**config.mk**
```make
export PLATFORM = sky130hd
export DESIGN_NAME = adc_delta_prefix_encoder
export DESIGN_NICKNAME = d
export VERILOG_FILES = /design/src/rtl/adp_pkg.sv /design/src/rtl/adc_delta_prefix_encoder.sv /design/src/rtl/adp_encode.sv /design/src/rtl/adp_obuf.sv
export SDC_FILE = /design/constraint.sdc
export NUM_CORES = 1
export LEC_CHECK = 0
export ABC_AREA = 1
export CORE_ASPECT_RATIO = 0.8
export CORE_MARGIN = 2
export CORE_UTILIZATION = 45
export DETAILED_ROUTE_END_ITERATION = 7
export DONT_BUFFER_PORTS = 1
export MAX_ROUTING_LAYER = met4
export SETUP_SLACK_MARGIN = 0.3
export SYNTH_ARGS = -nofsm -noshare
export SYNTH_HDL_FRONTEND = slang
export SYNTH_SLANG_ARGS = --single-unit
```
**constraint.sdc**
```tcl
create_clock -name clk_i -period 8.5 [get_ports clk_i]
set_clock_uncertainty 0.05 [all_clocks]
set_input_delay 0.425 -clock clk_i [delete_from_list [all_inputs] [get_ports clk_i]]
set_output_delay 0.425 -clock clk_i [all_outputs]
set_load 0.01 [all_outputs]
```
**src/rtl/adp_pkg.sv**
```systemverilog
// shared types, constants and the prefix-code packing function
package adp_pkg;

  localparam logic [3:0] TopBit     = 4'd15;
  localparam logic [1:0] MaxHeld    = 2'd3;
  localparam int         MaxResults = 4;
  localparam int         NumSlots   = 10;
  localparam logic [15:0] EmptyWord = 16'h8000;

  localparam logic [3:0] LenRun  = 4'd1;
  localparam logic [3:0] LenZero = 4'd2;
  localparam logic [3:0] LenP1   = 4'd3;
  localparam logic [3:0] LenM1   = 4'd4;
  localparam logic [3:0] LenP2   = 4'd5;
  localparam logic [3:0] LenM2   = 4'd6;
  localparam logic [3:0] LenP3   = 4'd7;
  localparam logic [3:0] LenM3   = 4'd8;

  // candidate result positions, in emission order
  localparam int SlotDrain     = 0;
  localparam int SlotCode      = 3;
  localparam int SlotFlush     = 4;
  localparam int SlotRaw       = 5;
  localparam int SlotLastDrain = 6;
  localparam int SlotFinal     = 9;

  typedef struct packed {
    logic signed [14:0] sample;
    logic               block_last;
  } item_t;

  typedef struct packed {
    logic [15:0] code_word;
    logic        run_last;
    logic        block_end;
  } result_t;

  typedef struct packed {
    logic [MaxResults-1:0][15:0] words;
    logic [2:0]                  count;
    logic                        block_end;
  } enc_res_t;

  typedef struct packed {
    logic [15:0] word;
    logic [3:0]  nb;
    logic        flush;
    logic [15:0] out;
  } pc_res_t;

  function automatic pc_res_t put_code(logic [15:0] w, logic [3:0] nb, logic [3:0] len);
    pc_res_t    r;
    logic [3:0] nnb;
    r.out = w;
    if (nb >= len) begin
      nnb     = nb - len;
      r.word  = w | (16'd1 << nnb);
      r.flush = 1'b0;
    end else begin
      nnb     = TopBit - len;
      r.word  = EmptyWord | (16'd1 << nnb);
      r.flush = 1'b1;
    end
    r.nb = nnb;
    return r;
  endfunction

endpackage

```
**src/rtl/adc_delta_prefix_encoder.sv**
```systemverilog
// top level of the delta prefix coder for adc sample streams
// An item passes through an input register and is coded combinationally into up to
// four 16-bit words, which a result register then hands out one per cycle while the
// output is ready. The first word is offered once the item has moved from the input
// register into the result register. An item giving one word (or none) leaves the
// input side free, so samples flow at one per cycle while the output is ready; an item
// that gives more words holds the input side until its last word is taken.
module adc_delta_prefix_encoder (
  input  logic             clk_i,
  input  logic             rst_ni,
  input  logic             in_valid_i,
  output logic             in_ready_o,
  input  adp_pkg::item_t   in_item_i,
  output logic             out_valid_o,
  input  logic             out_ready_i,
  output adp_pkg::result_t out_item_o
);
  import adp_pkg::*;

  logic     inq_valid_q;
  item_t    inq_item_q;
  logic     can_load;
  logic     take;
  enc_res_t enc_res;

  assign take       = inq_valid_q && can_load;
  assign in_ready_o = !inq_valid_q || take;

  always_ff @(posedge clk_i or negedge rst_ni) begin
    if (!rst_ni) begin
      inq_valid_q <= 1'b0;
    end else if (in_ready_o) begin
      inq_valid_q <= in_valid_i;
    end
  end

  always_ff @(posedge clk_i) begin
    if (in_ready_o && in_valid_i) begin
      inq_item_q <= in_item_i;
    end
  end

  adp_encode u_encode (
    .clk_i     (clk_i),
    .rst_ni    (rst_ni),
    .advance_i (take),
    .item_i    (inq_item_q),
    .res_o     (enc_res)
  );

  adp_obuf u_obuf (
    .clk_i       (clk_i),
    .rst_ni      (rst_ni),
    .load_i      (take),
    .res_i       (enc_res),
    .can_load_o  (can_load),
    .out_valid_o (out_valid_o),
    .out_ready_i (out_ready_i),
    .out_item_o  (out_item_o)
  );

endmodule

```
**src/rtl/adp_encode.sv**
```systemverilog
// encoder state and single-pass coding of one item into up to four words
module adp_encode (
  input  logic          clk_i,
  input  logic          rst_ni,
  input  logic          advance_i,
  input  adp_pkg::item_t item_i,
  output adp_pkg::enc_res_t res_o
);
  import adp_pkg::*;

  logic signed [14:0] prev_q, prev_d;
  logic [15:0]        word_q, word_d;
  logic [3:0]         nb_q, nb_d;
  logic [1:0]         pz_q, pz_d;
  logic               start_q, start_d;

  logic [NumSlots-1:0]        slot_v;
  logic [NumSlots-1:0][15:0]  slot_w;
  logic signed [15:0]         d;
  logic [15:0]                neg;
  logic [13:0]                mag;
  logic [15:0]                raw_word;
  logic [3:0]                 len;
  logic                       in_band;

  assign d       = {item_i.sample[14], item_i.sample} - {prev_q[14], prev_q};
  assign in_band = (d >= -16'sd3) && (d <= 16'sd3);
  assign neg     = -{item_i.sample[14], item_i.sample};
  assign mag     = (item_i.sample == 15'sh4000) ? 14'h3fff : neg[13:0];
  assign raw_word = (item_i.sample > 15'sd0) ? {1'b0, item_i.sample} : {2'b01, mag};

  always_comb begin
    unique case (d)
      16'sd1:  len = LenP1;
      -16'sd1: len = LenM1;
      16'sd2:  len = LenP2;
      -16'sd2: len = LenM2;
      16'sd3:  len = LenP3;
      default: len = LenM3;
    endcase
  end

  always_comb begin
    pc_res_t    r;
    logic [2:0] cnt;
    word_d  = word_q;
    nb_d    = nb_q;
    pz_d    = pz_q;
    start_d = start_q;
    prev_d  = item_i.sample;
    slot_v  = '0;
    slot_w  = '0;
    r       = '0;

    if (start_q) begin
      slot_v[SlotRaw] = 1'b1;
      slot_w[SlotRaw] = {item_i.sample[14], item_i.sample};
      start_d         = 1'b0;
    end else if (d == 16'sd0) begin
      if (pz_q == MaxHeld) begin
        r                = put_code(word_d, nb_d, LenRun);
        word_d           = r.word;
        nb_d             = r.nb;
        slot_v[SlotCode] = r.flush;
        slot_w[SlotCode] = r.out;
        pz_d             = 2'd0;
      end else begin
        pz_d = pz_q + 2'd1;
      end
    end else begin
      for (int i = 0; i < 3; i++) begin
        if (2'(i) < pz_q) begin
          r                     = put_code(word_d, nb_d, LenZero);
          word_d                = r.word;
          nb_d                  = r.nb;
          slot_v[SlotDrain + i] = r.flush;
          slot_w[SlotDrain + i] = r.out;
        end
      end
      pz_d = 2'd0;
      if (in_band) begin
        r                = put_code(word_d, nb_d, len);
        word_d           = r.word;
        nb_d             = r.nb;
        slot_v[SlotCode] = r.flush;
        slot_w[SlotCode] = r.out;
      end else begin
        slot_v[SlotFlush] = (nb_d != TopBit);
        slot_w[SlotFlush] = word_d;
        word_d            = EmptyWord;
        nb_d              = TopBit;
        slot_v[SlotRaw]   = 1'b1;
        slot_w[SlotRaw]   = raw_word;
      end
    end

    if (item_i.block_last) begin
      for (int i = 0; i < 3; i++) begin
        if (2'(i) < pz_d) begin
          r                         = put_code(word_d, nb_d, LenZero);
          word_d                    = r.word;
          nb_d                      = r.nb;
          slot_v[SlotLastDrain + i] = r.flush;
          slot_w[SlotLastDrain + i] = r.out;
        end
      end
      slot_v[SlotFinal] = 1'b1;
      slot_w[SlotFinal] = word_d;
      word_d            = EmptyWord;
      nb_d              = TopBit;
      pz_d              = 2'd0;
      start_d           = 1'b1;
    end

    // pack the emitted words in order, keeping at most four
    res_o.words = '0;
    cnt         = 3'd0;
    for (int i = 0; i < NumSlots; i++) begin
      if (slot_v[i] && (cnt < 3'(MaxResults))) begin
        res_o.words[cnt[1:0]] = slot_w[i];
        cnt                   = cnt + 3'd1;
      end
    end
    res_o.count     = cnt;
    res_o.block_end = item_i.block_last;
  end

  always_ff @(posedge clk_i or negedge rst_ni) begin
    if (!rst_ni) begin
      prev_q  <= '0;
      word_q  <= EmptyWord;
      nb_q    <= TopBit;
      pz_q    <= '0;
      start_q <= 1'b1;
    end else if (advance_i) begin
      prev_q  <= prev_d;
      word_q  <= word_d;
      nb_q    <= nb_d;
      pz_q    <= pz_d;
      start_q <= start_d;
    end
  end

endmodule

```
**src/rtl/adp_obuf.sv**
```systemverilog
// result register holding the words of one item and handing them out in order
module adp_obuf (
  input  logic               clk_i,
  input  logic               rst_ni,
  input  logic               load_i,
  input  adp_pkg::enc_res_t  res_i,
  output logic               can_load_o,
  output logic               out_valid_o,
  input  logic               out_ready_i,
  output adp_pkg::result_t   out_item_o
);
  import adp_pkg::*;

  logic [MaxResults-1:0][15:0] words_q;
  logic [2:0]                  cnt_q, cnt_d;
  logic [1:0]                  rd_q, rd_d;
  logic                        be_q;
  logic                        at_last;
  logic                        pop;

  assign out_valid_o = (cnt_q != 3'd0);
  assign at_last     = ({1'b0, rd_q} == (cnt_q - 3'd1));
  assign pop         = out_valid_o && out_ready_i;
  assign can_load_o  = !out_valid_o || (pop && at_last);

  assign out_item_o.code_word = words_q[rd_q];
  assign out_item_o.run_last  = at_last;
  assign out_item_o.block_end = be_q && at_last;

  always_comb begin
    cnt_d = cnt_q;
    rd_d  = rd_q;
    if (load_i) begin
      cnt_d = res_i.count;
      rd_d  = 2'd0;
    end else if (pop) begin
      if (at_last) begin
        cnt_d = 3'd0;
        rd_d  = 2'd0;
      end else begin
        rd_d = rd_q + 2'd1;
      end
    end
  end

  always_ff @(posedge clk_i or negedge rst_ni) begin
    if (!rst_ni) begin
      cnt_q <= '0;
      rd_q  <= '0;
    end else begin
      cnt_q <= cnt_d;
      rd_q  <= rd_d;
    end
  end

  always_ff @(posedge clk_i) begin
    if (load_i) begin
      words_q <= res_i.words;
      be_q    <= res_i.block_end;
    end
  end

endmodule
```
# [Yosys cells after proc, flatten, opt, wreduce, memory -nomap -nowiden]
# Index checks and enable logic that the tools add are counted.
[totals] word_cells=295 register_bits=125 mem_bits_rw=0 output_inout_bits=20 latchBits=0 input_bits=20 mem_count=0 rom_bits=0
[op_classes] order_cmp=45 bitwise=8 reduce_logical=33 mul=0 div_mod_pow=0 n_eq_ne=9 n_addsub=23 n_shift=9 n_mux=153
[ops] operator="two-way mux 16 bit" n=48
[ops] operator="two-way mux 64 bit" n=10
[ops] operator="bitwise mux 64 bit" n=9
[ops] operator="demux 16 bit (select 2 bit)" n=9
[ops] operator="bitwise OR 16 bit" n=8
[ops] operator="left shift 1 x 4 -> 16 bit (first input constant)" n=8
[ops] operator="two-way mux 4 bit" n=26
[ops] operator="two-way mux 80 bit" n=1
[ops] operator="two-way mux 32 bit" n=2
[ops] operator="two-way mux 48 bit" n=1
[ops] operator="two-way mux 3 bit" n=13
[ops] operator="binary-select mux 16 bit (select 2 bit)" n=1
[ops] operator="equality test 16 bit (second input constant)" n=2
[ops] operator="equality test 16 x 2 -> 1 bit (second input constant)" n=2
[ops] operator="< comparator 2 x 3 -> 1 bit (second input constant)" n=9
[ops] operator="adder 3 x 1 -> 3 bit (second input constant)" n=8
[ops] operator="greater-or-equal comparator 4 x 2 -> 1 bit (second input constant)" n=6
[ops] operator="logical AND 1 bit" n=24
[ops] operator="< comparator 3 bit (second input constant)" n=8
[ops] operator="subtractor 4 x 2 -> 4 bit (second input constant)" n=6
[ops] operator="two-way mux 1 bit" n=20
[ops] operator="case mux 4 bit (5 select lines)" n=1
[ops] operator="two-way mux 2 bit" n=9
[ops] operator="equality test 16 x 1 -> 1 bit (second input constant)" n=1
[ops] operator="other kinds (32)" n=48

# [Depth between registers and ports, before layout]
[depth] depth_word=51 ltp_mapped=57 depth_no_buf=55

# [Hierarchy]
# A second synthesis with hierarchy kept.
[unflattened] hier_cells=3045 hier_area_um2=17713.2
[modules_own_cells] mod="adp_encode" area_each_um2=14433.8 n_inst=1 cells_each=2818 seq_area_each_um2=958.4
[modules_own_cells] mod="adp_obuf" area_each_um2=2746.4 n_inst=1 cells_each=203 seq_area_each_um2=2077.0
[modules_own_cells] mod="adc_delta_prefix_encoder" area_each_um2=533.0 n_inst=1 cells_each=24 seq_area_each_um2=505.5

# [Worst setup path before layout]
# OpenSTA, ideal clock, no wires.
[synth_timing] kind="register -> register" from="register u_encode.pz_q[1]" to="register u_obuf.words_q[46] in the netlist's numbering, data pin" required_ps=8190 path_buffers=1 slack_ps=342 arrival_ps=7848 setup_ps=260 stages_incl_launch_ff=50 synth_period_minus_slack_ps=8158 cell_sequence="dfrtp_1 -> clkinv_1 -> ha_1 -> inv_2 -> nand3_1 -> nand2_1 -> clkinv_1 -> ha_1 -> inv_1 -> o21ai_1 -> nand2_1 -> inv_2 -> ha_1 -> nand2_1 -> a21oi_2 -> a21oi_1 -> ha_1 -> nand2_1 -> (+14 left out) -> nor2_1 -> o21bai_4 -> inv_1 -> ha_1 -> o21ai_2 -> inv_1 -> ha_1 -> nand2_1 -> o21ai_1 -> ha_1 -> nand3_1 -> nand2_2 -> ha_1 -> inv_1 -> nor2_4 -> buf_4 -> nand2_1 -> o21ai_1"
[synth_lines] item="start: declaration" line_no="adp_encode.sv:14" rtl="logic [1:0] pz_q, pz_d;"
[synth_lines] item="start signal: assignment" line_no="adp_encode.sv:139" rtl="pz_q <= pz_d;"
[synth_lines] item="end signal: assignment" line_no="adp_obuf.sv:58" rtl="words_q <= res_i.words;"
[synth_lines] item="end: declaration" line_no="adp_obuf.sv:14" rtl="logic [MaxResults-1:0][15:0] words_q;"

==> out/results.ini <==
[critical_path]
path_common_cell=nand2_2
r2r_slack_ns=0.55
cp_max_fo=10
r2r_cells=50
worst_setup_path_start_kind=register
startpoint=inq_item_q[2]
critPathMaxStageDelay_ns=0.46
r2r-end=u_obuf.words_q[59]
worstPathArrival_ns=8.22
end_kind=register
cp_data_required_time_ns=8.77
slowest_stage=edfxtp_1
r2r-start=inq_item_q[2]
crit_type=reg -> reg

[clock_network]
ctsHtreeMaxLevel=4
clkSinkCount=125
cts_tree=yes
clock_latency_ns=0.47
clock_path_buffers=2
cts_made_buffers=17
clkTransAtPathRegs_ns=0.07
root_buffer=clkbuf_16

[placed_design]
placement.io_buffers=0
placed_area_um2=17700
place_hpwl_um=66700
place_ws_ns=0.198
place.gp.congestion=1.13
placed_cells=3298

[detailed_routing]
via_count=21300
antenna_left=0
first_iter_violations=3306
drc=0
drt_pre_antenna_iters=7
wl_per_cell_um=24.9
post_drt_via_cell_ratio=6.30
wl_um=84000

[sta]
worst_slew_pin_slew_ns=1.36
fin_ws_ns=0.545
hold_viol=0
clock.fmax_mhz=126
tns_ns=0
setup_viol=0
relSlewSlack=0.0869
holdWs_ns=0.250
timing.final.crit_period_ns=7.95
drv_slew=0
timing.final.crit_share=0.936
rsz0062_at_grt=true

[synthesis]
yosysUniqueCellTypes=60
synth-xor-area-share=0.00575
yosys.area_share.simple=0.381
syn_nets=2901
avgSynthCellArea_um2=5.96
synthAdderAreaFrac=0.0524
synthMuxAreaShare=0
ys_warn_count=0
ys_seq_area_frac=0.211
synth-async-reset-ratio=0.352
netlist_area_um2=16800
synth_edf_count=81
yosys_register_bits=125
synth_top_flop_cell=edfxtp_1
synth_top_family_by_area=simple AND/OR/NAND/NOR gates
synth-compound-area-share=0.236
synthCells=2812

[finish]
multiInputGateArea_um2=11700
area_delta_synth_final_pct=14.1
finalInstanceArea_um2=19100
finalNetCount=2966
n_antenna_cell=0
final_common_cell=nand2_1
seqCellArea_um2=3540
fillers=3811
finish.utilization=0.518
layout-drive-gt1-share=0.138
instances_no_fill=3377
layout_common_cells=nand2_1, o21ai_0, inv_1

[floorplanning]
num_rows=63
fp.coreArea_um2=36900
dieWidth_um=220
die-area_um2=38800
fp.dieH_um=177
ios=40
initial_core_util=0.454

[job]
maxCapViolCount=0

[power_and_ir_drop]
power_mw=6.76
ir_worst_vdd_uv=469
leakagePower_nw=8.91
p_per_area_nw_per_um2=354

[worst_hold_path]
hold_path.class=in -> reg
hold_depth=3
worstHoldStart=out_ready_i
hold-path-endpoint=u_obuf.rd_q[0]

[run_status]
status=complete, no violations

[grt]
grt_pass1_wl_um=121000
grt_pass1_vias=19500
overflow=0
track_usage=0.436
antenna_found_initial=1
grt_max_degree=71

==> synthesized netlist by cell type (3+ instances only) <==
library cell / count / area [µm²]
nand3b_1: 8 / 60.1
xor2_1: 6 / 52.6
nand3_1: 158 / 791
ha_1: 67 / 838
a31oi_1: 18 / 113
nand4_2: 3 / 37.5
nor2_4: 16 / 180
nand4_1: 16 / 100
nor3_1: 40 / 200
or2_2: 6 / 37.5
a211oi_1: 4 / 30.0
xnor2_1: 5 / 43.8
o21ai_2: 6 / 52.6
dfstp_2: 6 / 158
nand2_1: 890 / 3340
nand3_2: 11 / 110
inv_1: 312 / 1170
inv_2: 38 / 143
nor2_8: 8 / 160
a22oi_1: 19 / 143
o221ai_1: 17 / 149
a21oi_1: 124 / 621
o211ai_1: 61 / 458
nor2_2: 9 / 56.3
dfrtp_1: 38 / 951
nand2_2: 32 / 200
nor4_1: 5 / 31.3
buf_4: 6 / 45.0
o311ai_0: 5 / 43.8
and2_1: 3 / 18.8
nand2_4: 6 / 67.6
o22ai_1: 58 / 363
nand3_4: 7 / 123
buf_6: 6 / 67.6
edfxtp_1: 81 / 2430
clkbuf_1: 83 / 312
o31ai_1: 3 / 22.5
nor2_1: 211 / 792
buf_2: 15 / 75.1
o21ai_1: 44 / 220
o21ai_0: 323 / 1620
clkinv_1: 13 / 48.8
==> critical path: cells and delay by family (launching register included) <==
family,cells,cell delay (ns)
compound gates,6,1.09
fa+ha+maj,8,2.13
buf+inv,12,1.28
flops,1,0.46
simple gates,24,2.79
==> final cells by class <==
cell class | instances | area share
Tap cell | 487 | 0.0319
Sequential cell | 125 | 0.185
Multi-Input combinational cell | 2209 | 0.612
Inverter | 365 | 0.0720
Clock inverter | 15 | 0.00922
Timing Repair Buffer | 159 | 0.0678
Clock buffer | 17 | 0.0222
==> registers in the layout (all words and copies together), names as in the netlist <==
name / cells
inq_item_q: 16
inq_valid_q: 1
u_encode.nb_q: 4
u_encode.prev_q: 15
u_encode.pz_q: 2
u_encode.start_q: 1
u_encode.word_q: 16
u_obuf.be_q: 1
u_obuf.cnt_q: 3
u_obuf.rd_q: 2
u_obuf.words_q: 64
==> routing by layer <==
layer / track usage / wire [µm]
met5: - / 0
met4: 0.117 / 2430
met3: 0.167 / 12700
met2: 0.578 / 32800
met1: 0.610 / 36000
==> worst max-delay path by stage <==
stage,endpoint,slack [ns]
finish,u_obuf.words_q[59],0.55
detailed placement,u_obuf.words_q[52],0.20
floorplan,u_obuf.words_q[46],0.34
CTS,u_obuf.words_q[47],0.31
global placement,u_obuf.words_q[37],0.49
global route,u_obuf.words_q[49],0.19
==> repair_timing <==
action | CTS | global route
endpoints found under the setup margin | 42 | 67
buffers inserted | 3 | 26
hold buffers | 18 | 0
pin swaps | 1 | 20
resized for setup | 5 | 84
endpoints found under the hold margin | 60 | 0
==> power breakdown <==
part	leakage [nW]	switching [mW]	total, mW	internal (mW)
sequential	1.34	0.141	1.17	1.03
clock	0.290	0.339	0.780	0.441
combinational	7.28	3.48	4.81	1.33
total	8.91	3.96	6.76	2.80
==> kinds of logic (layout without fill, tap and decap cells) <==
family | Yosys count | after routing
AO/OA/AOI/OAI | 695 | 695
XOR/XNOR | 11 | 11
flip-flops | 125 | 125
adder cells (fa/ha/maj) | 69 | 69
AND/OR/NAND/NOR | 1434 | 1434
buffers and inverters | 478 | 556
(Power assumes the default switching activity.)
